`src/hdl/prime_test_and_next_prime_assert.svh`:
```
// Assertion macros shared by the prime test and next prime block.
`ifndef PRIME_TEST_AND_NEXT_PRIME_ASSERT_SVH
`define PRIME_TEST_AND_NEXT_PRIME_ASSERT_SVH

`ifndef SYNTHESIS
`define PTNP_ASSERT_NOW(label, clk, rst_n, ante, cons) \
    label: assert property (@(posedge clk) disable iff (!(rst_n)) (ante) |-> (cons)) \
        else $error("prime block check failed");
`define PTNP_ASSERT_NEXT(label, clk, rst_n, ante, cons) \
    label: assert property (@(posedge clk) disable iff (!(rst_n)) (ante) |=> (cons)) \
        else $error("prime block check failed");
`else
`define PTNP_ASSERT_NOW(label, clk, rst_n, ante, cons)
`define PTNP_ASSERT_NEXT(label, clk, rst_n, ante, cons)
`endif

`endif

```
`src/hdl/ptnp_pkg.sv`:
```
// Shared constants and types of the prime test and next prime block.
package ptnp_pkg;

    localparam int WIDTH     = 32;
    localparam int OPER_W    = WIDTH - 1;
    localparam int SQ_W      = WIDTH + 1;
    localparam int MOD_CNT_W = $clog2(OPER_W);

    localparam int FIRST_DIV = 5;
    localparam int DIV_STEP  = 6;
    localparam int PRIME_TWO = 2;
    localparam int PRIME_THREE = 3;

    typedef struct packed {
        logic              start;
        logic [OPER_W-1:0] dividend;
        logic [OPER_W-1:0] divisor;
    } t_mod_req;

    typedef struct packed {
        logic done;
        logic rem_zero;
    } t_mod_rsp;

endpackage

```
`src/hdl/ptnp_in_if.sv`:
```
// Input channel: operation select and operand.
interface ptnp_in_if import ptnp_pkg::*; ();
    logic                    valid;
    logic                    ready;
    logic                    func;
    logic signed [WIDTH-1:0] number;

    modport source (output valid, output func, output number, input ready);
    modport sink   (input valid, input func, input number, output ready);
endinterface

```
`src/hdl/ptnp_out_if.sv`:
```
// Output channel: primality flag, next prime and overflow flag.
interface ptnp_out_if import ptnp_pkg::*; ();
    logic              valid;
    logic              ready;
    logic              prime_flag;
    logic [OPER_W-1:0] next_prime;
    logic              overflow;

    modport source (output valid, output prime_flag, output next_prime, output overflow,
                    input ready);
    modport sink   (input valid, input prime_flag, input next_prime, input overflow,
                    output ready);
endinterface

```
`src/hdl/prime_test_and_next_prime.sv`:
```
// Top level: trial division primality test and next prime search sequencer.
//
//   channel  | direction | beat contents
//   i_in     | sink      | func, number (signed)
//   o_out    | source    | prime_flag, next_prime, overflow
//
// One beat is taken at a time; i_in.ready is high only while the block is idle.
// Each candidate is checked by remainders taken by the shared bit-serial remainder unit:
// one remainder for 3, then two per pair 6k-1, 6k+1 while the divisor squared is at most
// the candidate. Next mode repeats this over every candidate up to the next prime.
// Reset is synchronous; no clearing pass is needed.
module prime_test_and_next_prime import ptnp_pkg::*; (
    input  logic   i_clk,
    input  logic   i_rst_n,
    ptnp_in_if.sink    i_in,
    ptnp_out_if.source o_out
);

    `include "prime_test_and_next_prime_assert.svh"

    typedef enum logic [4:0] {
        S_IDLE = 5'b00001,
        S_TEST = 5'b00010,
        S_MOD  = 5'b00100,
        S_LOOP = 5'b01000,
        S_DONE = 5'b10000
    } t_state;

    typedef enum logic [1:0] {
        PH_THREE = 2'd0,
        PH_D     = 2'd1,
        PH_D2    = 2'd2
    } t_phase;

    t_state            r_state, n_state;
    t_phase            r_phase, n_phase;
    logic              r_func, n_func;
    logic [OPER_W-1:0] r_n, n_n;
    logic [OPER_W-1:0] r_d, n_d;
    logic [SQ_W-1:0]   r_sq, n_sq;
    logic              r_flag, n_flag;
    logic [OPER_W-1:0] r_nxt, n_nxt;
    logic              r_ovf, n_ovf;

    t_mod_req mod_req;
    t_mod_rsp mod_rsp;
    logic     prime_hit;
    logic     comp_hit;
    logic     in_neg;
    logic     in_small;
    logic     in_max;

    ptnp_mod_unit u_mod (
        .i_clk   (i_clk),
        .i_rst_n (i_rst_n),
        .i_req   (mod_req),
        .o_rsp   (mod_rsp)
    );

    assign in_neg   = i_in.number[WIDTH-1];
    assign in_small = (i_in.number[WIDTH-2:1] == '0);
    assign in_max   = (i_in.number[WIDTH-2:0] == {OPER_W{1'b1}});

    always_comb begin
        n_state  = r_state;
        n_phase  = r_phase;
        n_func   = r_func;
        n_n      = r_n;
        n_d      = r_d;
        n_sq     = r_sq;
        n_flag   = r_flag;
        n_nxt    = r_nxt;
        n_ovf    = r_ovf;
        prime_hit = 1'b0;
        comp_hit  = 1'b0;
        mod_req.start    = 1'b0;
        mod_req.dividend = r_n;
        mod_req.divisor  = r_d;

        unique case (r_state)
            S_IDLE: begin
                if (i_in.valid) begin
                    n_func = i_in.func;
                    n_flag = 1'b0;
                    n_nxt  = '0;
                    n_ovf  = 1'b0;
                    if (in_neg || in_small) begin
                        n_flag  = i_in.func;
                        n_nxt   = i_in.func ? OPER_W'(PRIME_TWO) : '0;
                        n_state = S_DONE;
                    end else if (!i_in.func) begin
                        n_n     = i_in.number[WIDTH-2:0];
                        n_state = S_TEST;
                    end else if (in_max) begin
                        n_ovf   = 1'b1;
                        n_state = S_DONE;
                    end else begin
                        n_n     = i_in.number[WIDTH-2:0] + 1'b1;
                        n_state = S_TEST;
                    end
                end
            end
            S_TEST: begin
                // The candidate is at least two here.
                if (r_n <= OPER_W'(PRIME_THREE)) begin
                    prime_hit = 1'b1;
                end else if (!r_n[0]) begin
                    comp_hit = 1'b1;
                end else begin
                    mod_req.start   = 1'b1;
                    mod_req.divisor = OPER_W'(PRIME_THREE);
                    n_phase = PH_THREE;
                    n_state = S_MOD;
                end
            end
            S_MOD: begin
                if (mod_rsp.done) begin
                    if (mod_rsp.rem_zero) begin
                        comp_hit = 1'b1;
                    end else begin
                        unique case (r_phase)
                            PH_THREE: begin
                                n_d     = OPER_W'(FIRST_DIV);
                                n_sq    = SQ_W'(FIRST_DIV * FIRST_DIV);
                                n_state = S_LOOP;
                            end
                            PH_D: begin
                                mod_req.start   = 1'b1;
                                mod_req.divisor = r_d + OPER_W'(2);
                                n_phase = PH_D2;
                            end
                            PH_D2: begin
                                // (d + 6)^2 = d^2 + 12d + 36, kept without a multiplier.
                                n_d     = r_d + OPER_W'(DIV_STEP);
                                n_sq    = r_sq + SQ_W'(2 * DIV_STEP) * SQ_W'(r_d)
                                        + SQ_W'(DIV_STEP * DIV_STEP);
                                n_state = S_LOOP;
                            end
                            default: begin
                                n_state = S_IDLE;
                            end
                        endcase
                    end
                end
            end
            S_LOOP: begin
                if (r_sq <= SQ_W'(r_n)) begin
                    mod_req.start   = 1'b1;
                    mod_req.divisor = r_d;
                    n_phase = PH_D;
                    n_state = S_MOD;
                end else begin
                    prime_hit = 1'b1;
                end
            end
            S_DONE: begin
                if (o_out.ready) begin
                    n_state = S_IDLE;
                end
            end
            default: begin
                n_state = S_IDLE;
            end
        endcase

        if (prime_hit) begin
            n_flag  = 1'b1;
            n_nxt   = r_func ? r_n : '0;
            n_ovf   = 1'b0;
            n_state = S_DONE;
        end else if (comp_hit) begin
            if (!r_func) begin
                n_flag  = 1'b0;
                n_nxt   = '0;
                n_ovf   = 1'b0;
                n_state = S_DONE;
            end else if (r_n == {OPER_W{1'b1}}) begin
                n_flag  = 1'b0;
                n_nxt   = '0;
                n_ovf   = 1'b1;
                n_state = S_DONE;
            end else begin
                n_n     = r_n + 1'b1;
                n_state = S_TEST;
            end
        end
    end

    always_ff @(posedge i_clk) begin
        if (!i_rst_n) begin
            r_state <= S_IDLE;
        end else begin
            r_state <= n_state;
        end
        r_phase <= n_phase;
        r_func  <= n_func;
        r_n     <= n_n;
        r_d     <= n_d;
        r_sq    <= n_sq;
        r_flag  <= n_flag;
        r_nxt   <= n_nxt;
        r_ovf   <= n_ovf;
    end

    assign i_in.ready       = (r_state == S_IDLE);
    assign o_out.valid      = (r_state == S_DONE);
    assign o_out.prime_flag = r_flag;
    assign o_out.next_prime = r_nxt;
    assign o_out.overflow   = r_ovf;

    `PTNP_ASSERT_NOW(a_out_blocks_in, i_clk, i_rst_n, o_out.valid, !i_in.ready)
    `PTNP_ASSERT_NOW(a_ovf_clears, i_clk, i_rst_n, o_out.valid && o_out.overflow, !o_out.prime_flag && (o_out.next_prime == '0))
    `PTNP_ASSERT_NOW(a_mod_done_in_wait, i_clk, i_rst_n, mod_rsp.done, r_state == S_MOD)
    `PTNP_ASSERT_NEXT(a_accept_leaves_idle, i_clk, i_rst_n, i_in.valid && i_in.ready, !i_in.ready)

endmodule

```
`src/hdl/ptnp_mod_unit.sv`:
```
// Bit-serial restoring remainder unit, one dividend bit per cycle.
module ptnp_mod_unit import ptnp_pkg::*; (
    input  logic     i_clk,
    input  logic     i_rst_n,
    input  t_mod_req i_req,
    output t_mod_rsp o_rsp
);

    logic                 r_busy, n_busy;
    logic                 r_done, n_done;
    logic [MOD_CNT_W-1:0] r_cnt, n_cnt;
    logic [OPER_W-1:0]    r_dvd, n_dvd;
    logic [OPER_W-1:0]    r_dsr, n_dsr;
    logic [OPER_W-1:0]    r_rem, n_rem;
    logic [OPER_W:0]      trial;

    always_comb begin
        n_busy = r_busy;
        n_done = 1'b0;
        n_cnt  = r_cnt;
        n_dvd  = r_dvd;
        n_dsr  = r_dsr;
        n_rem  = r_rem;
        trial  = {r_rem, r_dvd[OPER_W-1]};
        if (i_req.start && !r_busy) begin
            n_busy = 1'b1;
            n_cnt  = '0;
            n_dvd  = i_req.dividend;
            n_dsr  = i_req.divisor;
            n_rem  = '0;
        end else if (r_busy) begin
            // The partial remainder stays below the divisor, so it fits after the subtract.
            if (trial >= {1'b0, r_dsr}) begin
                n_rem = OPER_W'(trial - {1'b0, r_dsr});
            end else begin
                n_rem = OPER_W'(trial);
            end
            n_dvd = {r_dvd[OPER_W-2:0], 1'b0};
            n_cnt = r_cnt + 1'b1;
            if (r_cnt == MOD_CNT_W'(OPER_W - 1)) begin
                n_busy = 1'b0;
                n_done = 1'b1;
            end
        end
    end

    always_ff @(posedge i_clk) begin
        if (!i_rst_n) begin
            r_busy <= 1'b0;
            r_done <= 1'b0;
        end else begin
            r_busy <= n_busy;
            r_done <= n_done;
        end
        r_cnt <= n_cnt;
        r_dvd <= n_dvd;
        r_dsr <= n_dsr;
        r_rem <= n_rem;
    end

    assign o_rsp.done     = r_done;
    assign o_rsp.rem_zero = (r_rem == '0);

endmodule
```
`src/flat_wrapper.sv`:
```
// flat-port wrapper written by rule: the top's interface ports become plain ports
module prime_test_and_next_prime_flat import ptnp_pkg::*;
  (i_clk, i_rst_n, i_in_valid, i_in_func, i_in_number, i_in_ready, o_out_valid, o_out_prime_flag, o_out_next_prime, o_out_overflow, o_out_ready);
  ptnp_in_if i_in_i ();
  ptnp_out_if o_out_i ();
  input  logic i_clk;
  input  logic i_rst_n;
  input wire logic [$bits(i_in_i.valid)-1:0] i_in_valid;
  input wire logic [$bits(i_in_i.func)-1:0] i_in_func;
  input wire logic [$bits(i_in_i.number)-1:0] i_in_number;
  output wire logic [$bits(i_in_i.ready)-1:0] i_in_ready;
  output wire logic [$bits(o_out_i.valid)-1:0] o_out_valid;
  output wire logic [$bits(o_out_i.prime_flag)-1:0] o_out_prime_flag;
  output wire logic [$bits(o_out_i.next_prime)-1:0] o_out_next_prime;
  output wire logic [$bits(o_out_i.overflow)-1:0] o_out_overflow;
  input wire logic [$bits(o_out_i.ready)-1:0] o_out_ready;
  assign i_in_i.valid = i_in_valid;
  assign i_in_i.func = i_in_func;
  assign i_in_i.number = i_in_number;
  assign i_in_ready = i_in_i.ready;
  assign o_out_valid = o_out_i.valid;
  assign o_out_prime_flag = o_out_i.prime_flag;
  assign o_out_next_prime = o_out_i.next_prime;
  assign o_out_overflow = o_out_i.overflow;
  assign o_out_i.ready = o_out_ready;
  prime_test_and_next_prime u_core (.i_clk(i_clk), .i_rst_n(i_rst_n), .i_in(i_in_i), .o_out(o_out_i));
endmodule
```
`config.mk`:
```
export PLATFORM = sky130hd
export DESIGN_NAME = prime_test_and_next_prime_flat
export DESIGN_NICKNAME = d
export VERILOG_FILES = /design/src/hdl/ptnp_pkg.sv /design/src/hdl/ptnp_in_if.sv /design/src/hdl/ptnp_out_if.sv /design/src/hdl/prime_test_and_next_prime.sv /design/src/hdl/ptnp_mod_unit.sv /design/src/flat_wrapper.sv
export VERILOG_INCLUDE_DIRS = /design/src /design/src/hdl
export SDC_FILE = /design/constraint.sdc
export NUM_CORES = 1
export LEC_CHECK = 0
export BUFFER_PORTS_ARGS = -buffer_cell sky130_fd_sc_hd__buf_2
export CORE_MARGIN = 2
export CORE_UTILIZATION = 50
export DETAILED_ROUTE_END_ITERATION = 8
export GPL_ROUTABILITY_DRIVEN = 0
export HOLD_SLACK_MARGIN = 0.15
export PLACE_DENSITY = 0.7
export SLEW_MARGIN = 20
export SYNTH_ARGS = -nofsm -noshare
export SYNTH_HDL_FRONTEND = slang
export SYNTH_SLANG_ARGS = --single-unit
```
`constraint.sdc`:
```
create_clock -name i_clk -period 6.9 [get_ports i_clk]
set_input_delay 1.38 -clock i_clk [delete_from_list [all_inputs] [get_ports i_clk]]
set_output_delay 1.38 -clock i_clk [all_outputs]
set_load 0.1 [all_outputs]
```
Yosys cells after proc, flatten, opt, wreduce, memory -nomap -nowiden
Index checks and enable logic that the tools add are counted.
{ "totals": {"romBits": 0, "reg_bits": 236, "memories": 0, "mem_bits_rw": 0, "output_inout_bits": 35, "inputBits": 37, "word_cells": 165, "latch_bits": 0} }
{ "op_classes": {"multipliers": 1, "div_mod_pow": 0, "reduce_logical": 17, "n_mux": 85, "order_cmp": 3, "shift": 0, "bitwise_logic": 3, "eq_ne": 32, "n_addsub": 8} }
{ "op_table": {"columns": ["cell", "count"], "rows": [
  ["two-way mux 31 bit", 25],
  ["case mux 31 bit (2 select lines)", 2],
  ["two-way mux 5 bit", 14],
  ["case mux 33 bit (2 select lines)", 1],
  ["adder 31 x 1 -> 31 bit, second input constant", 2],
  ["== test 31 bit, second input constant", 2],
  ["adder 33 bit", 1],
  ["adder 33 x 6 -> 33 bit, second input constant", 1],
  ["less-or-equal comparator 33 x 31 -> 1 bit", 1],
  [">= comparator 32 x 31 -> 1 bit", 1],
  ["adder 31 x 2 -> 31 bit, second input constant", 1],
  ["adder 31 x 3 -> 31 bit, second input constant", 1],
  ["less-or-equal comparator 31 x 2 -> 1 bit, second input constant", 1],
  ["logical NOT 31 bit", 1],
  ["multiplier 2 x 31 -> 31 bit, first input constant", 1],
  ["subtractor 31 bit", 1],
  ["logical NOT 30 bit", 1],
  ["two-way mux 1 bit", 30],
  ["case mux 5 bit (5 select lines)", 1],
  ["inequality test 4 x 2 -> 1 bit, second input constant", 4],
  ["AND reduction 8 bit", 2],
  ["two-way mux 2 bit", 7],
  ["inequality test 3 x 2 -> 1 bit, second input constant", 4],
  ["inequality test 4 x 1 -> 1 bit, second input constant", 3],
  ["other kinds (29)", 41]
]} }

Logic depth before layout (Yosys ltp)
{ "logic_depth": {"ltp_word": 10, "mapped_depth": 23, "mapped_depth_nobuf": 23} }

By module
Synthesis repeated with hierarchy kept, for this count alone.
{ "hier_totals": {"hier_cells": 1896, "area_unflattened_um2": 16789.9} }
{ "by_module_without_submodules": {"columns": ["mod", "instances", "cells_each", "area_each_um2"], "rows": [
  ["prime_test_and_next_prime", 1, 1347, 11205.7],
  ["ptnp_mod_unit", 1, 549, 5584.1]
]} }

Worst setup path before layout
No wires, ideal clock.
{ "synth_timing": {"path_type": "reg-to-reg", "from": "register u_core.r_state[0]", "to": "register u_core.r_d[10] (enable)", "path_slack_ns": 1.287, "stages_incl_launch_ff": 5, "synth_period_minus_slack_ns": 5.613, "t_arrival_ns": 5.058, "t_required_ns": 6.345, "path_cell_list": "dfxtp_1 -> nor2_1 -> nor4b_2 -> nand2_1 -> nor3_1"} }
{ "synth_between": {"elab_chain_cells": 2} }
{ "synth_rtl": {"columns": ["item", "line", "rtl"], "rows": [
  ["start: declaration", "prime_test_and_next_prime.sv:35", "t_state r_state, n_state;"],
  ["start signal: assignment", "prime_test_and_next_prime.sv:193", "r_state <= n_state;"],
  ["== test 5 x 3 -> 1 bit", "prime_test_and_next_prime.sv:80", "unique case (r_state)"],
  ["AND reduction 4 bit (no line)", null, null],
  ["end signal: assignment", "prime_test_and_next_prime.sv:198", "r_d <= n_d;"],
  ["end: declaration", "prime_test_and_next_prime.sv:39", "logic [OPER_W-1:0] r_d, n_d;"]
]} }
Every way passes these cells.
A chain may end at the register's enable or synchronous reset.

Final worst setup path
{ "layout_timing": {"from": "register u_core.r_d[2]", "to": "register u_core.r_sq[29], data pin"} }
{ "layout_between": {"elab_chain_cells": 4} }
{ "layout_rtl": {"columns": ["item", "line", "rtl"], "rows": [
  ["multiplier 2 x 31 -> 31 bit", "prime_test_and_next_prime.sv:135", "n_sq = r_sq + SQ_W'(2 * DIV_STEP) * SQ_W'(r_d)"],
  ["adder 33 bit", "prime_test_and_next_prime.sv:135", null],
  ["adder 33 x 6 -> 33 bit", "prime_test_and_next_prime.sv:136", "+ SQ_W'(DIV_STEP * DIV_STEP);"],
  ["case mux 33 bit (2 select lines)", "prime_test_and_next_prime.sv:121", "unique case (r_phase)"],
  ["end signal: assignment", "prime_test_and_next_prime.sv:199", "r_sq <= n_sq;"],
  ["end: declaration", "prime_test_and_next_prime.sv:40", "logic [SQ_W-1:0] r_sq, n_sq;"]
]} }
Every way passes these cells.

==> results.toml <==
[pwr]
p_leak_uw = 0.00759
p_total_uw = 4970
power.density_mw_per_mm2 = 276
peakVddDrop_v = 0.000189

[floorplan]
die-area_mm2 = 0.0342
rows = 66
initial_core_util_pct = 50.6
die_w_um = 185
core_area_mm2 = 0.0324
die_h_um = 185
io_pins = 72

[clock_network]
numCtsBuffers = 27
cts_resized = 0
post_cts_buffers = 0
cts_hold_buf = 0
clk_latency_ns = 0.56
clk_path_buf_depth = 3
htree_levels = 1
root_buffer = "clkbuf_16"
cts_tree = "done"
numClockSinks = 232
cts.clk_slew.worst_paths_ns = 0.06

[sta]
worst_slew_pin_slew_ns = 0.982
rsz0062_at_grt = "no"
finalCriticalPeriod_ns = 5.69
fin_skew_ns = 0.0275
hold_viol = 0
max_freq_ghz = 0.176
slew-limit-headroom_pct = 34.4
setup_viol = 0
fin_tns_setup_ns = 0
maxSlewViolCount = 0
timing.hold.ws_ns = 0.473
fin_crit_sh_pct = 82.5

[worst_setup_path]
crit_path_end = "u_core.r_sq[29]"
startpoint = "u_core.r_d[2]"
worstSetupStartpointType = "register"
path_class = "reg -> reg"
critPathArrivalTime_ns = 6.10
r2r_setup_slack_ns = 1.21
crit_required_ns = 7.32
crit_fanout = 6
crit_path_cell_trace = "inv_1 > ha_1 > nand2b_1 > o21ai_0 > a31oi_1 > o21ai_0 > a21oi_1 > nand2b_1 > o21ai_0 > a21oi_1 > xnor2_1 > ha_1 > ha_1 > nand4_1 > a2111oi_0 > nor3_1 > a21oi_2 > a41o_1 > and3_1 > o221ai_1 > or4_1 > nand3_1"
critPathSlowestCell = "edfxtp_1"
reg2reg_from = "u_core.r_d[2]"
reg2reg_depth = 22
r2r-end = "u_core.r_sq[29]"
end_kind = "register"
slowest_delay_ns = 0.48

[grt]
grt_antenna_before_repair = 0
grt_pass1_vias = 13100
groute.usage.overall_pct = 24.1
grt_overflow = 0
grt_pass1_wl_um = 67200
grt_max_degree = 62

[detailed_routing]
drt_iter0_markers = 1049
ant_nets = 0
wire_per_inst_um = 18.0
num_vias = 14000
viasPerCell = 6.04
dr.pass1.iters = 5
route.detailed.drc = 0
drt-total-wl_um = 41700

[placed_design]
port_buffers = 71
dp_hpwl_um = 31100

[final_layout]
final_cell_mix = "nor2_1, ha_1, nand2_1, edfxtp_1"
fin_nets = 2040
drive_gt1_share_pct = 8.77
fillCellCount = 2860
area_growth_pct = 10.0
final_common_cell = "nor2_1"

[synth]
synth_compound_area_share_pct = 19.3
synth_adder_area_share_pct = 12.0
synth_edf_count = 125
yosys_warnings = 0
synth_cells = 1807
synth_nets = 1999
synth_seq_cells = 232
yosysSeqAreaShare_pct = 36.0
synthSimpleGateAreaFrac_pct = 18.2
muxShareOfSynthArea_pct = 3.77
syn_area_per_cell_um2 = 9.07
synth_top_family_by_area = "compound AO/OA/AOI/OAI gates"
netlist_area_mm2 = 0.0164
async_flop_share_pct = 0
synth_cell_type_count = 92
synthFlopType = "edfxtp_1"
synth-xor-area-share_pct = 6.60

[flow_run]
drv_cap = 0

[min_path]
min_path_type = "reg -> reg"

[run_status]
outcome = "complete, no violations"
[worst max-delay path, delay by kind of cell, from the launching register on]
family                   cells  cell delay (ns)
adder cells (fa/ha/maj)      3             0.97
AO/OA/AOI/OAI               10             2.39
AND/OR/NAND/NOR              7             1.38
XOR/XNOR                     1             0.20
flip-flops                   1             0.48
buffers and inverters        1             0.13
[stage by stage]
| stage | util [%] | instance area, um2 | instances | setup slack [ns] |
|---|---|---|---|---|
| final | 55.7 | 18000 | 2312 | 1.21 |
| after global routing | 55.7 | 18000 | 2311 | 0.705 |
| after CTS | 55.7 | 18000 | 2311 | 1.29 |
| after global placement | 52.8 | 17100 | 2261 | 1.47 |
| after floorplan | - | 16400 | 1807 | 1.29 |
| after detailed placement | 52.9 | 17100 | 2261 | 1.34 |
[layout make-up]
| class | instances | area, um2 | share of cell area (%) |
|---|---|---|---|
| Multi-Input combinational cell | 1398 | 9830 | 54.5 |
| Sequential cell | 232 | 5900 | 32.7 |
| Clock buffer | 38 | 757 | 4.20 |
| Tap cell | 442 | 553 | 3.07 |
| Timing Repair Buffer | 82 | 438 | 2.43 |
| Inverter | 107 | 402 | 2.23 |
| Clock inverter | 12 | 151 | 0.840 |
| Antenna cell | 1 | 2.50 | 0.0139 |
[cells in the mapped netlist (all sizes together) (5+ instances only)]
library cell / instances / area (um2)
a21oi: 107 / 547
clkbuf: 42 / 158
nand4: 36 / 225
o211ai: 16 / 120
a311oi: 6 / 52.6
edfxtp: 125 / 3750
and2: 13 / 81.3
ha: 152 / 1900
a22o: 30 / 263
o21bai: 8 / 60.1
or3: 13 / 81.3
a31oi: 13 / 81.3
buf: 28 / 136
xor2: 63 / 552
a2111oi: 6 / 71.3
a21o: 49 / 369
and4: 10 / 88.8
o31ai: 19 / 143
nand2: 150 / 563
nand2b: 16 / 100
and3: 29 / 181
mux2i: 28 / 280
mux2: 30 / 338
o21ai: 96 / 488
or2: 6 / 37.5
a32oi: 13 / 114
a211oi: 24 / 185
nor3: 29 / 171
o21a: 9 / 75.1
nand3: 76 / 385
dfxtp: 107 / 2140
nor4: 34 / 213
a21boi: 5 / 37.5
nor3b: 5 / 37.5
inv: 107 / 402
xnor2: 58 / 508
a221oi: 10 / 87.6
nor2b: 16 / 103
nor2: 160 / 606
o311ai: 11 / 96.4
[how the worst min path moves through the flow]
stage,slack (ns),to,startpoint,depth (start not counted)
5_1_grt,0.49,u_core.o_out.next_prime[29],u_core.o_out.next_prime[29],1
3_5_place_dp,0.46,u_core.o_out.next_prime[14],u_core.o_out.next_prime[14],1
6_report,0.47,u_core.o_out.next_prime[28],u_core.o_out.next_prime[28],1
2_1_floorplan,0.46,u_core.u_mod.r_rem[18],u_core.u_mod.r_rem[18],2
3_3_place_gp,0.46,u_core.o_out.next_prime[21],u_core.o_out.next_prime[21],1
4_1_cts,0.48,u_core.o_out.next_prime[28],u_core.o_out.next_prime[28],1
[sequential cells by signal, summed over array words and instances (netlist names)]
name	count
u_core.u_mod.r_dvd	31
u_core.r_d	30
u_core.u_mod.r_dsr	31
u_core.o_out.overflow	1
u_core.u_mod.r_cnt	5
u_core.r_n	31
u_core.r_sq	30
u_core.o_out.next_prime	31
u_core.u_mod.r_busy	1
u_core.r_func	1
u_core.r_phase	2
u_core.r_state	5
u_core.u_mod.r_done	1
u_core.u_mod.r_rem	31
u_core.o_out.prime_flag	1
[metal layers]
metal / up-vias / track usage [%] / part of all wire (%)
met4: 0 / 5.52 / 1.9
met3: 65 / 2.83 / 7.1
li1: 6804 / - / -
met2: 450 / 38.9 / 45
met1: 6641 / 34.5 / 46
met5: - / 0 / 0
[logic make-up after synthesis]
| kind of cell | Yosys count |
|---|---|
| other | 1 |
| xor gates and xnor gates | 122 |
| adders and majority gates | 155 |
| buffers and inverters | 177 |
| muxes | 58 |
| and+or+nand+nor | 603 |
| AOI/OAI and AO/OA | 459 |
| DFF | 232 |
[power by group]
part / internal, uW / switching (uW) / total [uW]
Clock: 878 / 588 / 1470
Combinational: 612 / 891 / 1500
Sequential: 1640 / 363 / 2010
Power figures use the tool's default switching activity.
